`config.mk`:
```
export PLATFORM = sky130hd
export DESIGN_NAME = weo_ctrl
export DESIGN_NICKNAME = d
export VERILOG_FILES = /design/src/design/weo_pkg.sv /design/src/design/weo_ctrl.sv
export SDC_FILE = /design/constraint.sdc
export NUM_CORES = 1
export LEC_CHECK = 0
export BUFFER_PORTS_ARGS = -buffer_cell sky130_fd_sc_hd__buf_2
export CORE_AREA = 2 2 41 43
export DETAILED_ROUTE_END_ITERATION = 12
export DIE_AREA = 0 0 43 45
export PLACE_DENSITY_LB_ADDON = 0.08
export SYNTH_ARGS = -nofsm -noshare
export SYNTH_HDL_FRONTEND = slang
export SYNTH_SLANG_ARGS = --single-unit
```
`constraint.sdc`:
```
create_clock -name clk -period 1.3 [get_ports clk]
set_input_delay 0.325 -clock clk [delete_from_list [all_inputs] [get_ports clk]]
set_output_delay 0.325 -clock clk [all_outputs]
set_load 0.005 [all_outputs]
```
`src/design/weo_pkg.sv`:
```
// ----------------------------------------------------------------------------
// weo_pkg
// Shared types, constants and helpers for the wheel encoder odometry block.
// ----------------------------------------------------------------------------
package weo_pkg;

	localparam int ATAN_LEN = 24;
	localparam logic signed [33:0] CORDIC_X0 = 34'sd652032874;
	localparam logic [29:0] ANGLE_PER_RAD = 30'd683565276;
	localparam logic [19:0] USEC_PER_SEC = 20'd1000000;

	// controller to datapath commands
	typedef struct packed {
		logic load;
		logic mul1;
		logic sat;
		logic mul2;
		logic turn;
		logic mul3;
		logic init;
		logic step;
		logic fix;
		logic mpos;
		logic commit;
		logic [4:0] idx;
	} cmd_t;

	// atan(2^-i) as a binary angle, Q0.32 turn scale (2^32 per turn)
	function automatic logic [29:0] atan_at(input logic [4:0] i);
		logic [29:0] a;
		case (i)
			5'd0: a = 30'h20000000;
			5'd1: a = 30'h12E4051E;
			5'd2: a = 30'h09FB385B;
			5'd3: a = 30'h051111D4;
			5'd4: a = 30'h028B0D43;
			5'd5: a = 30'h0145D7E1;
			5'd6: a = 30'h00A2F61E;
			5'd7: a = 30'h00517C55;
			5'd8: a = 30'h0028BE53;
			5'd9: a = 30'h00145F2F;
			5'd10: a = 30'h000A2F98;
			5'd11: a = 30'h000517CC;
			5'd12: a = 30'h00028BE6;
			5'd13: a = 30'h000145F3;
			5'd14: a = 30'h0000A2FA;
			5'd15: a = 30'h0000517D;
			5'd16: a = 30'h000028BE;
			5'd17: a = 30'h0000145F;
			5'd18: a = 30'h00000A30;
			5'd19: a = 30'h00000518;
			5'd20: a = 30'h0000028C;
			5'd21: a = 30'h00000146;
			5'd22: a = 30'h000000A3;
			5'd23: a = 30'h00000051;
			default: a = 30'h0;
		endcase
		return a;
	endfunction

	function automatic logic [31:0] mag32(input logic [31:0] v);
		return v[31] ? (~v + 32'd1) : v;
	endfunction

	// signed result from sign and 48-bit magnitude, saturated to 32 bits
	function automatic logic [31:0] sat_mag48(input logic neg, input logic [47:0] m);
		logic [31:0] r;
		if (!neg)
			r = (|m[47:31]) ? 32'h7FFFFFFF : m[31:0];
		else
			r = (m > 48'h80000000) ? 32'h80000000 : (~m[31:0] + 32'd1);
		return r;
	endfunction

	function automatic logic [31:0] sat37(input logic [36:0] v);
		logic [31:0] r;
		if ((&v[36:31]) || !(|v[36:31]))
			r = v[31:0];
		else
			r = v[36] ? 32'h80000000 : 32'h7FFFFFFF;
		return r;
	endfunction

endpackage

```
`src/design/weo_ctrl.sv`:
```
// ----------------------------------------------------------------------------
// weo_ctrl
// Sequencer for one odometry word: multiply and scale steps, a shared
// iteration phase, position commit, output word handshake.
// ----------------------------------------------------------------------------
module weo_ctrl (
	input  logic          clk,
	input  logic          arst_n,
	input  logic          s_tvalid,
	output logic          s_tready,
	output logic          m_tvalid,
	input  logic          m_tready,
	output weo_pkg::cmd_t cmd
);

	localparam logic [3:0] ST_IDLE = 4'd0;
	localparam logic [3:0] ST_MUL1 = 4'd1;
	localparam logic [3:0] ST_SAT  = 4'd2;
	localparam logic [3:0] ST_MUL2 = 4'd3;
	localparam logic [3:0] ST_TURN = 4'd4;
	localparam logic [3:0] ST_MUL3 = 4'd5;
	localparam logic [3:0] ST_INIT = 4'd6;
	localparam logic [3:0] ST_RUN  = 4'd7;
	localparam logic [3:0] ST_FIX  = 4'd8;
	localparam logic [3:0] ST_MPOS = 4'd9;
	localparam logic [3:0] ST_ADD  = 4'd10;

	logic [3:0] state_q, state_d;
	logic [4:0] idx_q;
	logic oval_q;

	assign s_tready = state_q == ST_IDLE;
	assign m_tvalid = oval_q;

	always_comb begin
		cmd = '0;
		cmd.load = s_tvalid && (state_q == ST_IDLE);
		cmd.mul1 = state_q == ST_MUL1;
		cmd.sat = state_q == ST_SAT;
		cmd.mul2 = state_q == ST_MUL2;
		cmd.turn = state_q == ST_TURN;
		cmd.mul3 = state_q == ST_MUL3;
		cmd.init = state_q == ST_INIT;
		cmd.step = state_q == ST_RUN;
		cmd.fix = state_q == ST_FIX;
		cmd.mpos = state_q == ST_MPOS;
		// output slot must be free before the word is committed
		cmd.commit = (state_q == ST_ADD) && (!oval_q || m_tready);
		cmd.idx = idx_q;
	end

	always_comb begin
		state_d = state_q;
		case (state_q)
			ST_IDLE: if (s_tvalid) state_d = ST_MUL1;
			ST_MUL1: state_d = ST_SAT;
			ST_SAT:  state_d = ST_MUL2;
			ST_MUL2: state_d = ST_TURN;
			ST_TURN: state_d = ST_MUL3;
			ST_MUL3: state_d = ST_INIT;
			ST_INIT: state_d = ST_RUN;
			ST_RUN:  if (idx_q == 5'd31) state_d = ST_FIX;
			ST_FIX:  state_d = ST_MPOS;
			ST_MPOS: state_d = ST_ADD;
			ST_ADD:  if (!oval_q || m_tready) state_d = ST_IDLE;
			default: state_d = ST_IDLE;
		endcase
	end

	always_ff @(posedge clk or negedge arst_n) begin
		if (!arst_n) begin
			state_q <= ST_IDLE;
			idx_q <= '0;
			oval_q <= 1'b0;
		end else begin
			state_q <= state_d;
			idx_q <= (state_q == ST_RUN) ? idx_q + 5'd1 : 5'd0;
			if (cmd.commit)
				oval_q <= 1'b1;
			else if (m_tready)
				oval_q <= 1'b0;
		end
	end

endmodule

```
==> summary.txt, run 1 <==
Worst hold path
  • HP Class: input pin to flop
  • Hold Path Sink: state_q[0]$_DFFE_PN0P_
  • Hold Crit Depth: 3
  • Hold wc startpoint: s_tvalid

Synth
  • Post-synthesis average cell area: 9.620 um^2
  • Register area share after synthesis: 0.4264
  • Netlist Area Pre-Place: just under 600 um^2
  • Synth Net Count: 67
  • Ys Warns: 0
  • Mapped Cells: 61
  • Netlist cell types: 29
  • #FFs+latches synth: 10

Worst setup path
  • CP Max Fanout: 7
  • Worst reg2reg path depth: 5
  • Critical path data required time: ~0.98 ns
  • WP data arrival: 1.31 ns
  • CP delay by family, top: flip-flops
  • Type of the worst setup path: flop to primary output
  • Critical R2R Launch: idx_q[0]$_DFF_PN0_
  • Buf+Inv Stages, Crit Path: 1
  • CP max stage cell: dfrtp_2
  • Crit-path max cell delay: ~0.5 ns
  • CP Capture Type: primary output
  • Critical path launch point type: flop
  • Flop2flop setup slack: 0 ns
  • Crit path from: state_q[0]$_DFFE_PN0P_
  • Cell Chain, Critical Path: nor4_4, and2_1, buf_2
  • Worst r2r dst: state_q[1]$_DFFE_PN0P_

Detailed routing
  • 1st-pass router iterations: 4
  • Post-Route WL: roughly 1500 um
  • Vias: 576
  • Initial drt markers: 7
  • WL/cell: about 13 um
  • Vias per inst: 4.840
  • Final ANT Viol Nets: 0
  • DR DRC count: 0

CTS
  • Worst-Skew Late Latency: 0.26 ns
  • CTS root buf: clkbuf_4
  • Total CTS buffers: 3
  • TritonCTS Sinks: 10
  • Clock transition at path regs: 0.07 ns
  • CTS tree: yes
  • Max Buffers Root-to-Sink: 2
  • H-tree depth: 1

Run status
  • Status: complete, but fails checks
  • Failing checks: setup timing

Placement
  • RePlAce Congestion: 0.7662
  • IO Port Bufs: 21
  • Post-detail-place hpwl: ~1100 um

Finish
  • Most frequent cells in the layout: buf_2 (21), buf_4 (15), nor2_1 (8), dfrtp_1 (7), buf_6 (4)
  • Commonest non-fill, non-tap cell in the layout: buf_2
  • Area delta synth->final: 66.10%
  • Layout cell share with drive strength beyond 1: 0.6408
  • N_diodes: 0
  • Final net count: 110

Global route
  • Largest net degree at the start of global routing: 11
  • Gr usage total: 0.1759
  • Number of global-route vias before repair: ~550
  • Initial antenna violation count: 0
  • Grt ovf: 0
  • First-pass GRT wire length: 2456 um

Pwr
  • Pwr per Cell Area: 1684 mW/mm^2
  • Leak: 0.4956 nW
  • Worst vdd ir: 0.001348 V
  • Power Total: 1.642 mW

Timing
  • Slew margin rel.: 0.8420
  • Final Max Tran Viols: 0
  • Finish-stage setup viols: 13
  • Fin Clk Skew: 0.0002075 ns
  • Final hold slack: 0.3397 ns
  • Fmax: 0.6125 GHz
  • Final setup margin: -0.3326 ns
  • Period minus WS final: approximately 1.6 ns
  • Worst-Margin Slew: 0.2369 ns
  • RSZ-0062 raised after global routing: yes
  • Period utilization: 1.256
  • Fin. Hold Viols: 0

Floorplanning
  • I/O Pins: 22
  • Core area: 0.001471 mm^2
  • Rows: 14
  • Initial Util: 0.3988
  • Height of the die: 45 um
  • Die X: 43 um
  • Die area: approximately 0.0019 mm^2

Job
  • Max-cap viol count: 0
[where the power goes]
| group | total, mW | leakage [nW] | internal [mW] | switching, mW |
|---|---|---|---|---|
| clock | 0.280 | 0.0210 | 0.170 | 0.110 |
| sequential | 0.535 | 0.115 | 0.415 | 0.120 |
| combinational | 0.827 | 0.360 | 0.472 | 0.355 |
| total | 1.64 | 0.496 | 1.06 | 0.585 |
[what timing repair did]
action | in CTS | in global routing
gates resized for setup | 14 | 6
hold buffers | 1 | 0
buffers inserted | 4 | 2
endpoints found under the setup margin | 14 | 15
pin swaps | 2 | 1
endpoints found under the hold margin | 10 | 0
[routing by layer]
metal,vias to the layer above,global-route usage,part of all wire
met1,274,0.2368,0.48
met2,9,0.2697,0.48
met4,0,0.05455,0.0071
met5,-,0,0
li1,291,-,-
met3,2,0.06000,0.032
[how the worst max path moves through the flow]
stage	to	slack, ns	cells past startpoint
finish	cmd[15]	-0.33	3
floorplan	state_q[1]$_DFFE_PN0P_	0.008	5
CTS	cmd[15]	-0.34	3
global route	cmd[15]	-0.38	3
detailed placement	cmd[15]	-0.1	3
global placement	cmd[8]	-0.07	4
[cells in the mapped netlist]
library cell,n,area share
a21boi_0,1,0.013
a21oi_1,1,0.0085
and2_1,3,0.032
and3_1,1,0.011
buf_2,2,0.017
buf_6,2,0.038
dfrtp_1,10,0.43
ha_1,2,0.043
inv_1,1,0.0064
inv_2,1,0.0064
nand2_1,3,0.019
nand2_4,1,0.019
nand2b_1,3,0.032
nand2b_4,1,0.023
nand3_1,1,0.0085
nand3b_1,1,0.013
nor2_1,8,0.051
nor2b_1,2,0.021
nor3_1,5,0.043
nor3_2,1,0.017
nor3b_1,1,0.013
nor4_2,1,0.021
o21a_1,1,0.013
o21ai_0,3,0.026
o221a_2,1,0.019
o2bb2ai_1,1,0.015
or2_4,1,0.015
xnor2_1,1,0.015
xor2_1,1,0.015
[through the flow]
step	util	cell area, um^2	std cells	worst slack, ns	setup TNS, ns
4_1_cts	0.6369	937.1	117	-0.3362	-2.811
3_3_place_gp	0.5527	813.3	108	-0.06543	-0.3652
5_1_grt	0.6624	974.7	119	-0.3816	-3.717
2_1_floorplan	-	615.6	61	0.008155	0
3_5_place_dp	0.5527	813.3	108	-0.09685	-0.4275
6_report	0.6624	974.7	119	-0.3326	-2.856
[state kept, by name, summed over array words and instances, names as in the netlist]
| name | cells |
|---|---|
| state_q | 4 |
| m_tvalid | 1 |
| idx_q | 5 |
[logic make-up after synthesis]
family / share of synthesized area
and+or+nand+nor: 0.3390
DFF: 0.4264
AOI/OAI and AO/OA: 0.09381
buffers and inverters: 0.06822
xor gates and xnor gates: 0.02986
adders and majority gates: 0.04264
[layout make-up]
class / instances / area (um^2)
Inverter: 2 / 7.507
Clock buffer: 4 / 36.28
Timing Repair Buffer: 42 / 277.8
Multi-Input combinational cell: 45 / 379.1
Tap cell: 16 / 20.02
Fill cell: 126 / 496.7
Sequential cell: 10 / 254.0
[worst register-to-register path: stages (launching register included)]
cell and delay (ns):
dfrtp_1 0.39, ha_2 0.19, and3_4 0.18, ha_4 0.17, nor2b_4 0.13, o221a_2 0.19
(Power assumes the default switching activity.)
==> inputs of run 2 (changes only) <==
- ABC_AREA: unset -> 1
- RECOVER_POWER: unset -> 50
==> run 2 against run 1 <==
Effect of this change:
- the run still ends with setup timing left
- critical path type unchanged
- critical path depth up 2
- die area unchanged
- largest power group unchanged
- design area down 5.4%
==> summary.txt, run 2 <==
Synth
  • Share of flip-flops with an asynchronous set or reset: 1.000 (unchanged)
  • Yosys top cell by area: dfrtp_1
  • Ys Warns: 0 (unchanged)
  • Post-synth EDFFs: 0 (unchanged)
  • Post-synth top area share: 0.4425 (+0.01604)
  • Synth area leaders: dfrtp_1 (44%), nor2_1 (13%), inv_1 (9.3%)
  • Synth cell count leaders: nor2_1 (19), inv_1 (14), dfrtp_1 (10), nand2_1 (10), nand3_1 (5)
  • Most common cell in the synthesized netlist: nor2_1
  • Synth Net Count: 82 (+22%)
  • Register area share after synthesis: 0.4425 (+0.01604)
  • Synth Flop Type: dfrtp_1
  • Netlist cell types: 19 (-34%)
  • Mapped Cells: 76 (+25%)
  • #FFs+latches synth: 10 (unchanged)
  • Netlist Area Pre-Place: 565.5 um^2 (-3.6%)
  • Post-synthesis average cell area: 7.441 um^2 (-23%)

Floorplanning
  • Core area: 0.001471 mm^2 (unchanged)
  • Die X: 43 um (unchanged)
  • Initial Util: 0.3844 (-0.01446)
  • I/O Pins: 22 (unchanged)
  • Rows: 14 (unchanged)
  • Die area: 0.001935 mm^2 (unchanged)
  • Height of the die: 45 um (unchanged)

CTS
  • Clock transition at path regs: 0.07 ns (about the same)
  • Worst-Skew Late Latency: 0.27 ns (about the same)
  • CTS tree: yes
  • TritonCTS Sinks: 10 (unchanged)
  • CTS root buf: clkbuf_4
  • Max Buffers Root-to-Sink: 2 (unchanged)
  • H-tree depth: 1 (unchanged)
  • Total CTS buffers: 3 (unchanged)

Detailed routing
  • Met2 routed WL: 635 um (-15%)
  • Initial drt markers: 8 (+1)
  • Metal3 WL: 55 um (+12%)
  • WL/cell: 10.74 um (-17%)
  • Final ANT Viol Nets: 0 (unchanged)
  • Post-Route WL: 1396 um (-9.6%)
  • Vias per inst: 4.569 (-5.6%)
  • 1st-pass router iterations: 4 (unchanged)
  • Vias: 594 (+3.1%)
  • Highest metal used: met4
  • DR DRC count: 0 (unchanged)
  • Met1 WL: 696 um (-5.2%)

Timing
  • Finish-stage setup viols: 12 (-1)
  • Period minus WS final: 1.530 ns (-0.1030 ns)
  • Setup TNS: -2.368 ns (+0.4885 ns)
  • Slew margin rel.: 0.6467 (-0.1953)
  • Period utilization: 1.177 (-0.07919)
  • RSZ-0062 raised after global routing: yes
  • Final Max Tran Viols: 0 (unchanged)
  • Worst-Margin Slew: 0.5299 ns (+0.2930 ns)
  • Fin. Hold Viols: 0 (unchanged)
  • Final setup margin: -0.2296 ns (+0.1030 ns)
  • Fin Clk Skew: 0.001257 ns (+0.001049 ns)
  • Fmax: 0.6537 GHz (+6.7%)

Worst setup path
  • Buf+Inv Stages, Crit Path: 3 (+2)
  • Type of the worst setup path: flop to primary output
  • Critical path launch point type: flop
  • Cell Chain, Critical Path: buf_6, buf_6, nand2_4, nor2_1, buf_2
  • WP data arrival: 1.20 ns (-0.11 ns)
  • CP delay by family, top: flip-flops
  • CP Max Fanout: 4 (-3)
  • Most frequent CP cell: buf_6
  • Critical path data required time: 0.98 ns (about the same)
  • CP max stage cell: dfrtp_2
  • CP Capture Type: primary output
  • Crit-path max cell delay: 0.45 ns (-0.04 ns)

Global route
  • Gr usage total: 0.1600 (-0.01587)
  • Number of global-route vias before repair: 539 (-1.6%)
  • Initial antenna violation count: 0 (unchanged)
  • Largest net degree at the start of global routing: 11 (unchanged)
  • First-pass GRT wire length: 2263 um (-7.9%)
  • Grt ovf: 0 (unchanged)

Placement
  • IO Port Bufs: 21 (unchanged)
  • RePlAce Congestion: 0.7602 (-0.78%)
  • Post-detail-place hpwl: 996.8 um (-8.6%)
  • Post-place setup slack: -0.02342 ns (+0.07342 ns)
  • Area post-placement: 720.7 um^2 (-11%)

Pwr
  • Power Total: 2.080 mW (+27%)
  • Pwr per Cell Area: 2256 mW/mm^2 (+34%)
  • Leak: 0.5042 nW (+1.7%)
  • Worst vdd ir: 0.001376 V (+2.1%)

Finish
  • Cell area after layout: 922.1 um^2 (-5.4%)
  • Final net count: 121 (+10%)
  • Reg area: 255.2 um^2 (+0.49%)
  • Most frequent cells in the layout: buf_2 (19), nor2_1 (15), buf_4 (9), inv_2 (8)
  • Commonest non-fill, non-tap cell in the layout: buf_2
  • Largest Register: idx_q
  • N_diodes: 0 (unchanged)
  • Area delta synth->final: 63.05%
  • Multi-input gate area: 317.8 um^2 (-16%)
  • Largest register FFs: 5 (unchanged)
  • Layout cell share with drive strength beyond 1: 0.6053 (-0.03551)
  • Filler cell count: 136 (+7.9%)

Worst hold path
  • HP Class: input pin to flop

Run status
  • Status: complete, but fails checks
  • Failing checks: setup timing

Job
  • Max-cap viol count: 0 (unchanged)
[run 2: changes by cell type in the layout (fill, tap and decap cells not counted), sizes merged, moves of 2 or more]
cell    previous run  this run
nor2               8        21
inv                2        17
nand3              1         6
nor3               6         1
nor2b              2         0
buf               40        32
nand2b             4         0
and2               3         0
nand2              4        12
[run 2: repair_timing]
item / in CTS / in global routing
hold buffers: 1 / 0
resized for setup: 12 / 25
endpoints found under the hold margin: 10 / 0
buffers inserted: 3 / 5
pin swaps: 2 / 15
setup endpoints to repair: 13 / 15
[run 2: cell type report]
cell class / count / share of cell area
multi-input combinational: 49 / 0.3446
inverter: 17 / 0.07734
timing repair buffer: 34 / 0.2402
clock buffer: 4 / 0.03935
tap: 16 / 0.02171
sequential: 10 / 0.2768
[run 2: report_power, final]
part	switching [mW]	internal, mW	total, mW
registers	0.156	0.411	0.567
logic	0.638	0.589	1.23
clock network	0.116	0.170	0.286
total	0.910	1.17	2.08
[run 2: final timing paths]
| check | from | end | slack, ns | cells after the start |
|---|---|---|---|---|
| setup / recovery | state_q[0]$_DFFE_PN0P_ | cmd[10] | -0.23 | 5 |
| setup reg to reg | idx_q[1]$_DFF_PN0_ | state_q[3]$_DFFE_PN0P_ | 0.08 | 8 |
| max in group asynchronous | arst_n | state_q[0]$_DFFE_PN0P_ | 0.38 | 2 |
| min in group asynchronous | arst_n | idx_q[3]$_DFF_PN0_ | 0.54 | 2 |
| hold reg to reg | idx_q[0]$_DFF_PN0_ | idx_q[0]$_DFF_PN0_ | 0.53 | 2 |
| hold / removal | m_tready | m_tvalid$_DFFE_PN0P_ | 0.27 | 2 |
[run 2: kinds of logic after synthesis]
| logic type | count (synthesis) | share of synthesized area |
|---|---|---|
| flops | 10 | 0.4425 |
| buf+inv | 17 | 0.1150 |
| fa+ha+maj | 2 | 0.04424 |
| compound gates | 6 | 0.07080 |
| simple gates | 41 | 0.3274 |
[run 2: per-stage QoR]
stage	hold slack, ns	util	instances
2_1_floorplan	0.02941	-	76
6_report	0.2693	0.6267	130
3_5_place_dp	0.1978	0.4898	117
4_1_cts	0.2664	0.5553	125
3_3_place_gp	0.1938	0.4898	117
5_1_grt	0.2662	0.6267	130
[run 2: per-layer routing]
layer  track usage  vias up
met5             0        -
met4       0.05455        0
met3       0.04800        2
met2        0.2455       16
met1        0.2177      267
li1              -      309
